[config.mk]
export PLATFORM = sky130hd
export DESIGN_NAME = wheel_speed_period_meter_flat
export DESIGN_NICKNAME = d
export VERILOG_FILES = /design/src/sv/wsp_pkg.sv /design/src/sv/wsp_if.sv /design/src/sv/wheel_speed_period_meter.sv /design/src/sv/wsp_regs.sv /design/src/sv/wsp_datapath.sv /design/src/sv/wsp_ctrl.sv /design/src/flat_wrapper.sv
export SDC_FILE = /design/constraint.sdc
export NUM_CORES = 2
export LEC_CHECK = 0
export BUFFER_PORTS_ARGS = -buffer_cell sky130_fd_sc_hd__buf_2
export CORE_ASPECT_RATIO = 1.1
export CORE_MARGIN = 5
export CORE_UTILIZATION = 35
export CTS_CLUSTER_DIAMETER = 30
export DETAILED_ROUTE_END_ITERATION = 7
export PLACE_DENSITY = 0.53
export SYNTH_ARGS = -nofsm -noshare
export SYNTH_HDL_FRONTEND = slang
export SYNTH_SLANG_ARGS = --single-unit
[constraint.sdc]
create_clock -name i_clk -period 10.5 [get_ports i_clk]
set_input_delay 1.05 -clock i_clk [delete_from_list [all_inputs] [get_ports i_clk]]
set_output_delay 1.05 -clock i_clk [all_outputs]
set_load 0.05 [all_outputs]
[src/sv/wsp_pkg.sv]
// Shared types and constants of the wheel speed period meter.
// No dependencies; every other file of the block imports it.
package wsp_pkg;

    localparam int WINDOW_DEF  = 5;
    localparam int NUM_CH      = 3;
    localparam int CNT_W       = 32;
    localparam int SPD_W       = 16;
    localparam int STEP_W      = $clog2(SPD_W);
    localparam int TPR_W       = 8;
    localparam int SCALE_W     = 16;
    localparam int TMO_W       = 24;
    localparam int SPEED_UNITS = 10000;

    localparam int PADDR_W   = 5;
    localparam int PDATA_W   = 32;
    localparam int REG_IDX_W = PADDR_W - 2;

    localparam logic [REG_IDX_W-1:0] REG_FRONT_TPR = 3'd0;
    localparam logic [REG_IDX_W-1:0] REG_REAR_TPR  = 3'd1;
    localparam logic [REG_IDX_W-1:0] REG_SCALE     = 3'd2;
    localparam logic [REG_IDX_W-1:0] REG_LIMIT     = 3'd3;
    localparam logic [REG_IDX_W-1:0] REG_TIMEOUT   = 3'd4;

    localparam logic [TPR_W-1:0]   RST_FRONT_TPR = 8'd25;
    localparam logic [TPR_W-1:0]   RST_REAR_TPR  = 8'd100;
    localparam logic [SCALE_W-1:0] RST_SCALE     = 16'd28553;
    localparam logic [SPD_W-1:0]   RST_LIMIT     = 16'd15000;
    localparam logic [TMO_W-1:0]   RST_TIMEOUT   = 24'd500000;

    typedef enum logic [1:0] {
        CH_RIGHT,
        CH_LEFT,
        CH_REAR
    } t_chan;

    typedef enum logic [2:0] {
        S_IDLE,
        S_MUL,
        S_LOAD,
        S_DIV,
        S_STORE,
        S_FINISH
    } t_state;

    typedef struct packed {
        logic [TPR_W-1:0]   front_tpr;
        logic [TPR_W-1:0]   rear_tpr;
        logic [SCALE_W-1:0] speed_scale;
        logic [SPD_W-1:0]   speed_limit;
        logic [TMO_W-1:0]   stall_timeout;
    } t_cfg;

    typedef struct packed {
        logic  tick_en;
        logic  mul_en;
        logic  load_en;
        logic  step_en;
        logic  store_en;
        logic  finish;
        t_chan chan;
    } t_cmd;

    typedef struct packed {
        logic out_free;
    } t_sts;

endpackage

[src/sv/wsp_if.sv]
// Valid/ready channel interfaces: sensor tick input and speed result output.
// Depends on wsp_pkg for field widths.
interface wsp_tick_if;
    logic valid;
    logic ready;
    logic right_edge;
    logic left_edge;
    logic rear_edge;
    logic report;

    modport source (output valid, right_edge, left_edge, rear_edge, report, input ready);
    modport sink   (input valid, right_edge, left_edge, rear_edge, report, output ready);
endinterface

interface wsp_speed_if;
    import wsp_pkg::*;
    logic             valid;
    logic             ready;
    logic [SPD_W-1:0] right_speed;
    logic [SPD_W-1:0] left_speed;
    logic [SPD_W-1:0] front_speed;
    logic [SPD_W-1:0] rear_speed;
    logic             histories_cleared;

    modport source (output valid, right_speed, left_speed, front_speed, rear_speed,
                    histories_cleared, input ready);
    modport sink   (input valid, right_speed, left_speed, front_speed, rear_speed,
                    histories_cleared, output ready);
endinterface

[src/sv/wheel_speed_period_meter.sv]
// Top level of the wheel speed period meter: config registers, controller
// and datapath. Depends on wsp_pkg, wsp_if, wsp_regs, wsp_ctrl, wsp_datapath.
//
//  Channel   Dir  Handshake             Carries
//  i_tick    in   valid/ready           right/left/rear edge flags, report
//  o_speed   out  valid/ready           right/left/front/rear speed, cleared flag
//  APB       in   psel/penable/pready   five configuration registers at 4*i
//
// A tick without report is taken in the idle state. A report tick runs three
// passes of multiply, load, 16 restoring-divider steps and store on the one
// shared divider, then the result register load. The result register is
// separate, so ticks are taken while a result waits; a second report waits at
// its end until the first result is taken. Reset is synchronous and active
// low, restores register defaults and clears counters and windows at once.
module wheel_speed_period_meter #(
    parameter int WINDOW = wsp_pkg::WINDOW_DEF
) (
    input  logic                        i_clk,
    input  logic                        i_rst_n,
    wsp_tick_if.sink                    i_tick,
    wsp_speed_if.source                 o_speed,
    input  logic                        psel,
    input  logic                        penable,
    input  logic                        pwrite,
    input  logic [wsp_pkg::PADDR_W-1:0] paddr,
    input  logic [wsp_pkg::PDATA_W-1:0] pwdata,
    output logic [wsp_pkg::PDATA_W-1:0] prdata,
    output logic                        pready
);
    import wsp_pkg::*;

    t_cfg w_cfg;
    t_cmd w_cmd;
    t_sts w_sts;
    logic w_in_ready;

    assign i_tick.ready = w_in_ready;

    wsp_regs u_regs (
        .i_clk   (i_clk),
        .i_rst_n (i_rst_n),
        .psel    (psel),
        .penable (penable),
        .pwrite  (pwrite),
        .paddr   (paddr),
        .pwdata  (pwdata),
        .prdata  (prdata),
        .pready  (pready),
        .o_cfg   (w_cfg)
    );

    wsp_ctrl u_ctrl (
        .i_clk      (i_clk),
        .i_rst_n    (i_rst_n),
        .i_in_valid (i_tick.valid),
        .i_report   (i_tick.report),
        .o_in_ready (w_in_ready),
        .i_sts      (w_sts),
        .o_cmd      (w_cmd)
    );

    wsp_datapath #(
        .WINDOW (WINDOW)
    ) u_datapath (
        .i_clk        (i_clk),
        .i_rst_n      (i_rst_n),
        .i_cfg        (w_cfg),
        .i_cmd        (w_cmd),
        .o_sts        (w_sts),
        .i_right_edge (i_tick.right_edge),
        .i_left_edge  (i_tick.left_edge),
        .i_rear_edge  (i_tick.rear_edge),
        .o_speed      (o_speed)
    );

endmodule

[src/sv/wsp_regs.sv]
// APB-style configuration registers of the wheel speed period meter.
// Depends on wsp_pkg for register indexes, reset values and t_cfg.
module wsp_regs (
    input  logic                            i_clk,
    input  logic                            i_rst_n,
    input  logic                            psel,
    input  logic                            penable,
    input  logic                            pwrite,
    input  logic [wsp_pkg::PADDR_W-1:0]     paddr,
    input  logic [wsp_pkg::PDATA_W-1:0]     pwdata,
    output logic [wsp_pkg::PDATA_W-1:0]     prdata,
    output logic                            pready,
    output wsp_pkg::t_cfg                   o_cfg
);
    import wsp_pkg::*;

    t_cfg                 r_cfg;
    logic [REG_IDX_W-1:0] w_idx;

    assign w_idx  = paddr[PADDR_W-1:2];
    assign pready = 1'b1;
    assign o_cfg  = r_cfg;

    always_ff @(posedge i_clk) begin
        if (!i_rst_n) begin
            r_cfg.front_tpr     <= RST_FRONT_TPR;
            r_cfg.rear_tpr      <= RST_REAR_TPR;
            r_cfg.speed_scale   <= RST_SCALE;
            r_cfg.speed_limit   <= RST_LIMIT;
            r_cfg.stall_timeout <= RST_TIMEOUT;
        end else if (psel && penable && pwrite) begin
            case (w_idx)
                REG_FRONT_TPR: r_cfg.front_tpr     <= pwdata[TPR_W-1:0];
                REG_REAR_TPR:  r_cfg.rear_tpr      <= pwdata[TPR_W-1:0];
                REG_SCALE:     r_cfg.speed_scale   <= pwdata[SCALE_W-1:0];
                REG_LIMIT:     r_cfg.speed_limit   <= pwdata[SPD_W-1:0];
                REG_TIMEOUT:   r_cfg.stall_timeout <= pwdata[TMO_W-1:0];
                default: ;
            endcase
        end
    end

    always_comb begin
        case (w_idx)
            REG_FRONT_TPR: prdata = PDATA_W'(r_cfg.front_tpr);
            REG_REAR_TPR:  prdata = PDATA_W'(r_cfg.rear_tpr);
            REG_SCALE:     prdata = PDATA_W'(r_cfg.speed_scale);
            REG_LIMIT:     prdata = PDATA_W'(r_cfg.speed_limit);
            REG_TIMEOUT:   prdata = PDATA_W'(r_cfg.stall_timeout);
            default:       prdata = '0;
        endcase
    end

endmodule

[src/sv/wsp_datapath.sv]
// Datapath: period counters, period windows with running sums, shared
// restoring divider and the result register. Depends on wsp_pkg, wsp_if.
module wsp_datapath #(
    parameter int WINDOW = wsp_pkg::WINDOW_DEF
) (
    input  logic          i_clk,
    input  logic          i_rst_n,
    input  wsp_pkg::t_cfg i_cfg,
    input  wsp_pkg::t_cmd i_cmd,
    output wsp_pkg::t_sts o_sts,
    input  logic          i_right_edge,
    input  logic          i_left_edge,
    input  logic          i_rear_edge,
    wsp_speed_if.source   o_speed
);
    import wsp_pkg::*;

    localparam int SUM_W  = CNT_W + $clog2(WINDOW);
    localparam int KMUL   = WINDOW * SPEED_UNITS;
    localparam int KMUL_W = $clog2(KMUL + 1);
    localparam int NUM_W  = SCALE_W + KMUL_W;
    localparam int DEN_W  = SUM_W + TPR_W;
    localparam int DIV_W  = DEN_W + SPD_W - 1;
    localparam int CMP_W  = DEN_W + SPD_W;

    logic [CNT_W-1:0]  r_cnt  [NUM_CH];
    logic [NUM_CH-1:0] r_run;
    logic [CNT_W-1:0]  r_hist [NUM_CH][WINDOW];
    logic [SUM_W-1:0]  r_sum  [NUM_CH];

    logic [CNT_W-1:0]  w_cnt_inc [NUM_CH];
    logic [CNT_W-1:0]  w_push    [NUM_CH];
    logic [NUM_CH-1:0] w_edge;
    logic              w_stall;

    logic [NUM_W-1:0]  r_num;
    logic [DEN_W-1:0]  r_den;
    logic [NUM_W-1:0]  r_rem;
    logic [DIV_W-1:0]  r_div;
    logic [SPD_W-1:0]  r_q;
    logic              r_ovf;
    logic              r_dz;
    logic [SUM_W-1:0]  w_sum_sel;
    logic [TPR_W-1:0]  w_tpr_sel;
    logic [CMP_W-1:0]  w_rem_ext;
    logic [CMP_W-1:0]  w_div_ext;
    logic [SPD_W-1:0]  w_speed;

    logic [SPD_W-1:0]  r_spd [NUM_CH];
    logic              r_out_valid;
    logic [SPD_W-1:0]  r_out_right;
    logic [SPD_W-1:0]  r_out_left;
    logic [SPD_W-1:0]  r_out_front;
    logic [SPD_W-1:0]  r_out_rear;
    logic              r_out_cleared;

    assign w_edge = {i_rear_edge, i_left_edge, i_right_edge};

    // A stopped counter reads zero and so never stalls.
    assign w_stall = (r_cnt[CH_RIGHT] > CNT_W'(i_cfg.stall_timeout)) &&
                     (r_cnt[CH_LEFT]  > CNT_W'(i_cfg.stall_timeout));

    always_comb begin
        for (int c = 0; c < NUM_CH; c++) begin
            w_cnt_inc[c] = (r_run[c] && r_cnt[c] != '1) ? r_cnt[c] + CNT_W'(1) : r_cnt[c];
            w_push[c]    = r_run[c] ? w_cnt_inc[c] : '0;
        end
    end

    always_ff @(posedge i_clk) begin
        if (!i_rst_n) begin
            r_run <= '0;
            for (int c = 0; c < NUM_CH; c++) begin
                r_cnt[c] <= '0;
                r_sum[c] <= '0;
                for (int i = 0; i < WINDOW; i++) begin
                    r_hist[c][i] <= '0;
                end
            end
        end else begin
            if (i_cmd.tick_en) begin
                for (int c = 0; c < NUM_CH; c++) begin
                    if (w_edge[c]) begin
                        for (int i = 0; i < WINDOW - 1; i++) begin
                            r_hist[c][i] <= r_hist[c][i+1];
                        end
                        r_hist[c][WINDOW-1] <= w_push[c];
                        r_sum[c] <= r_sum[c] - SUM_W'(r_hist[c][0]) + SUM_W'(w_push[c]);
                        r_cnt[c] <= '0;
                        r_run[c] <= 1'b1;
                    end else begin
                        r_cnt[c] <= w_cnt_inc[c];
                    end
                end
            end
            if (i_cmd.finish && w_stall) begin
                for (int c = 0; c < NUM_CH; c++) begin
                    r_sum[c] <= '0;
                    for (int i = 0; i < WINDOW; i++) begin
                        r_hist[c][i] <= '0;
                    end
                end
            end
        end
    end

    always_comb begin
        case (i_cmd.chan)
            CH_RIGHT: begin
                w_sum_sel = r_sum[CH_RIGHT];
                w_tpr_sel = i_cfg.front_tpr;
            end
            CH_LEFT: begin
                w_sum_sel = r_sum[CH_LEFT];
                w_tpr_sel = i_cfg.front_tpr;
            end
            CH_REAR: begin
                w_sum_sel = r_sum[CH_REAR];
                w_tpr_sel = i_cfg.rear_tpr;
            end
            default: begin
                w_sum_sel = '0;
                w_tpr_sel = '0;
            end
        endcase
    end

    assign w_rem_ext = CMP_W'(r_rem);
    assign w_div_ext = CMP_W'(r_div);

    // Zero on empty window or zero tpr, quotient above 16 bits, or exact ratio above the limit.
    assign w_speed = (r_dz || r_ovf || r_q > i_cfg.speed_limit ||
                      (r_q == i_cfg.speed_limit && r_rem != '0)) ? '0 : r_q;

    always_ff @(posedge i_clk) begin
        if (i_cmd.mul_en) begin
            r_num <= NUM_W'(i_cfg.speed_scale) * NUM_W'(KMUL);
            r_den <= DEN_W'(w_sum_sel) * DEN_W'(w_tpr_sel);
        end
        if (i_cmd.load_en) begin
            r_rem <= r_num;
            r_div <= DIV_W'(r_den) << (SPD_W - 1);
            r_q   <= '0;
            r_ovf <= CMP_W'(r_num) >= (CMP_W'(r_den) << SPD_W);
            r_dz  <= (r_den == '0);
        end
        if (i_cmd.step_en) begin
            if (w_rem_ext >= w_div_ext) begin
                r_rem <= NUM_W'(w_rem_ext - w_div_ext);
                r_q   <= {r_q[SPD_W-2:0], 1'b1};
            end else begin
                r_q   <= {r_q[SPD_W-2:0], 1'b0};
            end
            r_div <= r_div >> 1;
        end
        if (i_cmd.store_en) begin
            case (i_cmd.chan)
                CH_RIGHT: r_spd[CH_RIGHT] <= w_speed;
                CH_LEFT:  r_spd[CH_LEFT]  <= w_speed;
                CH_REAR:  r_spd[CH_REAR]  <= w_speed;
                default: ;
            endcase
        end
        if (i_cmd.finish) begin
            r_out_right   <= r_spd[CH_RIGHT];
            r_out_left    <= r_spd[CH_LEFT];
            r_out_front   <= (r_spd[CH_RIGHT] > r_spd[CH_LEFT]) ?
                             r_spd[CH_RIGHT] : r_spd[CH_LEFT];
            r_out_rear    <= r_spd[CH_REAR];
            r_out_cleared <= w_stall;
        end
    end

    always_ff @(posedge i_clk) begin
        if (!i_rst_n) begin
            r_out_valid <= 1'b0;
        end else if (i_cmd.finish) begin
            r_out_valid <= 1'b1;
        end else if (o_speed.ready) begin
            r_out_valid <= 1'b0;
        end
    end

    assign o_sts.out_free            = !r_out_valid || o_speed.ready;
    assign o_speed.valid             = r_out_valid;
    assign o_speed.right_speed       = r_out_right;
    assign o_speed.left_speed        = r_out_left;
    assign o_speed.front_speed       = r_out_front;
    assign o_speed.rear_speed        = r_out_rear;
    assign o_speed.histories_cleared = r_out_cleared;

    a_finish_loads_out: assert property (@(posedge i_clk) disable iff (!i_rst_n)
        i_cmd.finish |=> r_out_valid)
        else $error("result register not loaded after finish");

    a_stall_clears_sums: assert property (@(posedge i_clk) disable iff (!i_rst_n)
        (i_cmd.finish && w_stall) |=>
            (r_sum[CH_RIGHT] == '0 && r_sum[CH_LEFT] == '0 && r_sum[CH_REAR] == '0))
        else $error("period sums not cleared on stall");

endmodule

[src/sv/wsp_ctrl.sv]
// Controller: accepts ticks, sequences the shared divider over the three
// wheels on a report and hands the result over. Depends on wsp_pkg.
module wsp_ctrl (
    input  logic          i_clk,
    input  logic          i_rst_n,
    input  logic          i_in_valid,
    input  logic          i_report,
    output logic          o_in_ready,
    input  wsp_pkg::t_sts i_sts,
    output wsp_pkg::t_cmd o_cmd
);
    import wsp_pkg::*;

    t_state            r_state, n_state;
    t_chan             r_chan, n_chan;
    logic [STEP_W-1:0] r_step, n_step;

    always_ff @(posedge i_clk) begin
        if (!i_rst_n) begin
            r_state <= S_IDLE;
            r_chan  <= CH_RIGHT;
            r_step  <= '0;
        end else begin
            r_state <= n_state;
            r_chan  <= n_chan;
            r_step  <= n_step;
        end
    end

    always_comb begin
        n_state    = r_state;
        n_chan     = r_chan;
        n_step     = r_step;
        o_in_ready = 1'b0;
        o_cmd      = '0;
        o_cmd.chan = r_chan;
        case (r_state)
            S_IDLE: begin
                o_in_ready    = 1'b1;
                o_cmd.tick_en = i_in_valid;
                if (i_in_valid && i_report) begin
                    n_chan  = CH_RIGHT;
                    n_state = S_MUL;
                end
            end
            S_MUL: begin
                o_cmd.mul_en = 1'b1;
                n_state      = S_LOAD;
            end
            S_LOAD: begin
                o_cmd.load_en = 1'b1;
                n_step        = STEP_W'(SPD_W - 1);
                n_state       = S_DIV;
            end
            S_DIV: begin
                o_cmd.step_en = 1'b1;
                if (r_step == '0) begin
                    n_state = S_STORE;
                end else begin
                    n_step = r_step - STEP_W'(1);
                end
            end
            S_STORE: begin
                o_cmd.store_en = 1'b1;
                case (r_chan)
                    CH_RIGHT: begin
                        n_chan  = CH_LEFT;
                        n_state = S_MUL;
                    end
                    CH_LEFT: begin
                        n_chan  = CH_REAR;
                        n_state = S_MUL;
                    end
                    default: n_state = S_FINISH;
                endcase
            end
            S_FINISH: begin
                // hold until the result register can take the new result
                if (i_sts.out_free) begin
                    o_cmd.finish = 1'b1;
                    n_state      = S_IDLE;
                end
            end
            default: n_state = S_IDLE;
        endcase
    end

    a_div_ends: assert property (@(posedge i_clk) disable iff (!i_rst_n)
        (r_state == S_DIV && r_step == '0) |=> r_state == S_STORE)
        else $error("divider did not end after last step");

    a_rear_last: assert property (@(posedge i_clk) disable iff (!i_rst_n)
        (r_state == S_STORE && r_chan == CH_REAR) |=> r_state == S_FINISH)
        else $error("report did not finish after rear wheel");

endmodule

[src/flat_wrapper.sv]
// flat-port wrapper written by rule: the top's interface ports become plain ports
module wheel_speed_period_meter_flat import wsp_pkg::*;
#(
    parameter int WINDOW = wsp_pkg::WINDOW_DEF
)
  (i_clk, i_rst_n, psel, penable, pwrite, paddr, pwdata, prdata, pready, i_tick_valid, i_tick_right_edge, i_tick_left_edge, i_tick_rear_edge, i_tick_report, i_tick_ready, o_speed_valid, o_speed_right_speed, o_speed_left_speed, o_speed_front_speed, o_speed_rear_speed, o_speed_histories_cleared, o_speed_ready);
  wsp_tick_if i_tick_i ();
  wsp_speed_if o_speed_i ();
  input  logic i_clk;
  input  logic i_rst_n;
  input  logic psel;
  input  logic penable;
  input  logic pwrite;
  input  logic [wsp_pkg::PADDR_W-1:0] paddr;
  input  logic [wsp_pkg::PDATA_W-1:0] pwdata;
  output logic [wsp_pkg::PDATA_W-1:0] prdata;
  output logic pready;
  input wire logic [$bits(i_tick_i.valid)-1:0] i_tick_valid;
  input wire logic [$bits(i_tick_i.right_edge)-1:0] i_tick_right_edge;
  input wire logic [$bits(i_tick_i.left_edge)-1:0] i_tick_left_edge;
  input wire logic [$bits(i_tick_i.rear_edge)-1:0] i_tick_rear_edge;
  input wire logic [$bits(i_tick_i.report)-1:0] i_tick_report;
  output wire logic [$bits(i_tick_i.ready)-1:0] i_tick_ready;
  output wire logic [$bits(o_speed_i.valid)-1:0] o_speed_valid;
  output wire logic [$bits(o_speed_i.right_speed)-1:0] o_speed_right_speed;
  output wire logic [$bits(o_speed_i.left_speed)-1:0] o_speed_left_speed;
  output wire logic [$bits(o_speed_i.front_speed)-1:0] o_speed_front_speed;
  output wire logic [$bits(o_speed_i.rear_speed)-1:0] o_speed_rear_speed;
  output wire logic [$bits(o_speed_i.histories_cleared)-1:0] o_speed_histories_cleared;
  input wire logic [$bits(o_speed_i.ready)-1:0] o_speed_ready;
  assign i_tick_i.valid = i_tick_valid;
  assign i_tick_i.right_edge = i_tick_right_edge;
  assign i_tick_i.left_edge = i_tick_left_edge;
  assign i_tick_i.rear_edge = i_tick_rear_edge;
  assign i_tick_i.report = i_tick_report;
  assign i_tick_ready = i_tick_i.ready;
  assign o_speed_valid = o_speed_i.valid;
  assign o_speed_right_speed = o_speed_i.right_speed;
  assign o_speed_left_speed = o_speed_i.left_speed;
  assign o_speed_front_speed = o_speed_i.front_speed;
  assign o_speed_rear_speed = o_speed_i.rear_speed;
  assign o_speed_histories_cleared = o_speed_i.histories_cleared;
  assign o_speed_i.ready = o_speed_ready;
  wheel_speed_period_meter #(.WINDOW(WINDOW)) u_core (.i_clk(i_clk), .i_rst_n(i_rst_n), .i_tick(i_tick_i), .o_speed(o_speed_i), .psel(psel), .penable(penable), .pwrite(pwrite), .paddr(paddr), .pwdata(pwdata), .prdata(prdata), .pready(pready));
endmodule
==> impl_metrics.toml <==
[global_routing]
grt_pass1_vias = 45492
antenna_found_initial = 3
grt_max_degree = 82
overflow = 0
grt_pass1_wl_mm = 261.4
grtUsageTotal_pct = 16.85

[pwr]
leakage_uw = 0.03438
p_per_area_nw_per_um2 = 256.2
ir_drop_mv = 0.1816

[die]
dieArea_sq_um = 196000
coreArea_sq_um = 186100
io_pins = 148
die_x_um = 422.6
start_util_pct = 35.22
rows = 166
die_y_um = 463.8

[routing]
postRouteAntennaNets = 0
dr.pass1.iters = 5
vias = 44971
vias_per_cell = 4.998
drt_iter0_markers = 2932
drc_errors = 0
wl_per_cell_um = 18.63
wl_mm = 167.7

[cells_and_area]
drive_gt1_share_pct = 10.77
nNetsFinal = 7145
syn_to_final_growth_pct = 19.18
fill_cells = 17679
seqCellArea_sq_um = 30590
final_util_pct = 41.97
diodes = 0
multi_input_area_sq_um = 31200

[worst_setup_path]
slowest_delay_ns = 0.94
timing.rr.start = "u_core.u_ctrl.r_chan[1]$_SDFFE_PN0P_"
crit_cells = 22
reg2regPathDepth = 22
crit_path_max_fanout = 50
end_kind = "flop"
cp_cell_sequence = "inv_1 > nor2_2 > buf_4 > a21oi_1 > nand2b_1 > fa_1 > fa_1 > inv_1 > fa_1 > inv_1 > fa_1 > inv_1 > ha_1 > nor2b_1 > a311oi_2 > nor4_1 > a2111oi_4 > a211oi_1 > nor3_1 > o21ai_1 > nor4_1 > a211oi_1"
worstSetupStartpointType = "flop"
cp_top_family = "adder cells"
crit_buf_inv = 5
crit_slowest_cell = "dfxtp_2"
cp.required_ns = 11.05
cp-startpoint = "u_core.u_ctrl.r_chan[1]$_SDFFE_PN0P_"
crit_type = "reg -> reg"
crit_arrival_ns = 8.67

[placement]
gp_congestion = 0.9143
portBuffers = 128
dp_hpwl_mm = 122.6

[cts]
htree_levels = 5
cts_hold_buf = 0
cts_tree = "built"
clk_pin_slew_worst_paths_ns = 0.05
postCtsResizedCells = 0
cts.sinks = 1058
clock_latency_ns = 0.89
post-cts-setup-buffer-count = 0
cts_buffers = 282
ctsRootBufferMaster = "clkbuf_16"
cts_buffer_depth = 4

[timing]
setup_violations = 0
rsz0062_at_grt = "false"
finClkSkew_ns = 0.09503
tightest_slew_ns = 1.155
finalSetupTns_ns = 0
hold_violations = 0
relSlewSlack_pct = 22.97
finalMaxSlewViolations = 0
fmax_mhz = 123.2
period_share_pct = 77.32
layout_min_cycle_time_ns = 8.118

[logic_synthesis]
yosys_warnings = 0
synthSimpleGateAreaFrac_pct = 15.84
postSynthCellCount = 6127
seq_area_frac_synth_pct = 46.67
synth_compound_area_share_pct = 7.556
avgSynthCellArea_sq_um = 10.70
synth_mux_area_share_pct = 2.430
synth_top_family_by_area = "adder cells"
synth_fa_ha_area_share_pct = 18.01
synth_xor_area_share_pct = 3.553
synth_edf_count = 940
synth_seq_cells = 1058
netlist_area_sq_um = 65540
synth_cell_type_count = 95
async_flop_share_pct = 0
synth_flop_cell = "edfxtp_1"

[min_path]
hold_class = "in -> reg"
hold_start = "pwdata[20]"
min_path_cells = 3

[flow_run]
max_cap_violations = 0

[run_status]
status = "complete, no violations"
==> per-stage QoR <==
stage               power (uW)  worst slack [ns]  cells  instance area (sq um)  hold slack [ns]
floorplan                10230             1.869   6134                  65560           0.4003
global placement         11650             2.540   8509                  68830           0.4029
detailed placement       11730             2.532   8509                  68830           0.4045
CTS                      20230             2.428   8998                  78110           0.3365
global route             21290             1.910   8998                  78110           0.3715
finish                   20010             2.382   8998                  78110           0.4049
==> area by class of cell <==
type / instances / area share, %
clock buffer: 326 / 9.582
timing repair buffer: 189 / 1.416
tap: 2436 / 3.902
sequential: 1058 / 39.16
multi-input combinational: 4060 / 39.95
inverter: 766 / 3.681
clock inverter: 163 / 2.305
==> path summary, 6_finish.rpt <==
check / end / slack (ns)
max: u_core.u_datapath.r_den[42]$_DFFE_PP_ / 2.38
min: u_core.u_regs.o_cfg[20]$_SDFFE_PN0P_ / 0.40
max reg2reg: u_core.u_datapath.r_den[42]$_DFFE_PP_ / 2.38
min reg2reg: u_core.u_datapath.o_speed.rear_speed[1]$_DFFE_PP_ / 0.41
==> placed cells by master (no fill, tap or decap), drive strengths merged, types with 22 or more instances in the layout <==
cell      synthesis  routed
nand3            78      78
buf              31     189
o211ai           23      23
xnor2           145     145
o21a             51      51
o21ai           136     136
dfxtp           118     118
bufinv            0      32
nand2           416     416
nand2b          174     174
nor2            693     693
clkinv            1      91
o21bai           22      22
a21oi           294     294
nor2b            48      48
a21o            120     120
inv             765     774
nor4             45      45
nand4            57      57
xor2            120     120
nor3             54      54
and3            435     435
clkinvlp          0      32
a211oi           25      25
ha              401     401
fa              339     339
clkbuf          219     326
mux2i           140     140
edfxtp          940     940
and2             45      45
==> tightest hold or removal path, cell delays in order <==
cell	delay, ns
buf_2	0.10
nand2_1	0.05
a21oi_1	0.05
==> cell families (layout without fill, tap and decap cells) <==
| kind of cell | Yosys count | after routing |
|---|---|---|
| AND/OR/NAND/NOR | 2107 | 2107 |
| flip-flops | 1058 | 1058 |
| buffers and inverters | 1016 | 1444 |
| AO/OA/AOI/OAI | 782 | 782 |
| adder cells (fa/ha/maj) | 740 | 740 |
| XOR/XNOR | 265 | 265 |
| multiplexers | 157 | 157 |
| other | 2 | 9 |
==> synth_stat cells, types with 6 or more instances <==
master	count	area [sq um]
a21o_1	120	900.9
nor2_1	693	2601
a211oi_1	25	187.7
mux2i_1	140	1401
xor2_1	120	1051
a21oi_1	292	1461
fa_1	339	6787
nand3_1	77	385.4
edfxtp_1	940	28230
nand3b_1	6	45.04
nor3_1	51	255.2
nand2_1	414	1554
nor4_1	44	275.3
nor3b_1	7	52.55
o21bai_1	22	165.2
o21ai_0	130	650.6
nor2b_1	47	294.0
o211ai_1	23	172.7
buf_4	9	67.56
nand4_1	56	350.3
and4_1	21	183.9
and2_1	43	269.0
o21a_1	50	375.4
dfxtp_1	118	2362
buf_1	18	67.56
clkbuf_1	219	822.0
mux2_2	17	191.4
o31ai_1	9	67.56
inv_1	765	2872
or3_1	11	68.82
ha_1	401	5017
or2_2	6	37.54
xnor2_1	144	1261
o31a_1	6	52.55
a31oi_1	21	131.4
o22ai_1	11	68.82
nand2b_1	174	1089
o21ai_1	6	30.03
and3_1	434	2715
==> state kept, by name (all words and copies together) (netlist names), 2 cells and up <==
register,count
u_core.u_ctrl.r_step,4
u_core.u_datapath.r_num,28
u_core.u_regs.o_cfg,72
u_core.u_ctrl.r_state,3
u_core.u_datapath.r_run,3
u_core.u_datapath.r_hist,480
u_core.u_datapath.r_q,16
u_core.u_datapath.r_den,43
u_core.u_datapath.o_speed.right_speed,16
u_core.u_datapath.r_cnt,96
u_core.u_ctrl.r_chan,2
u_core.u_datapath.r_rem,32
u_core.u_datapath.o_speed.front_speed,16
u_core.u_datapath.r_div,58
u_core.u_datapath.o_speed.rear_speed,16
u_core.u_datapath.o_speed.left_speed,16
u_core.u_datapath.r_spd,48
u_core.u_datapath.r_sum,105
==> where the power goes <==
group,switching (uW),internal [uW]
Clock,2520,5830
Sequential,412,5410
Combinational,3540,2290
==> per-layer routing <==
layer	part of all wire [%]	vias up	global-route usage, %
met2	46	1068	26.90
li1	-	21543	-
met1	45	22043	22.55
met5	0.0078	-	0
met3	5.1	315	3.271
met4	3.8	2	6.847
Note: power is estimated with default switching activity, not from simulation.
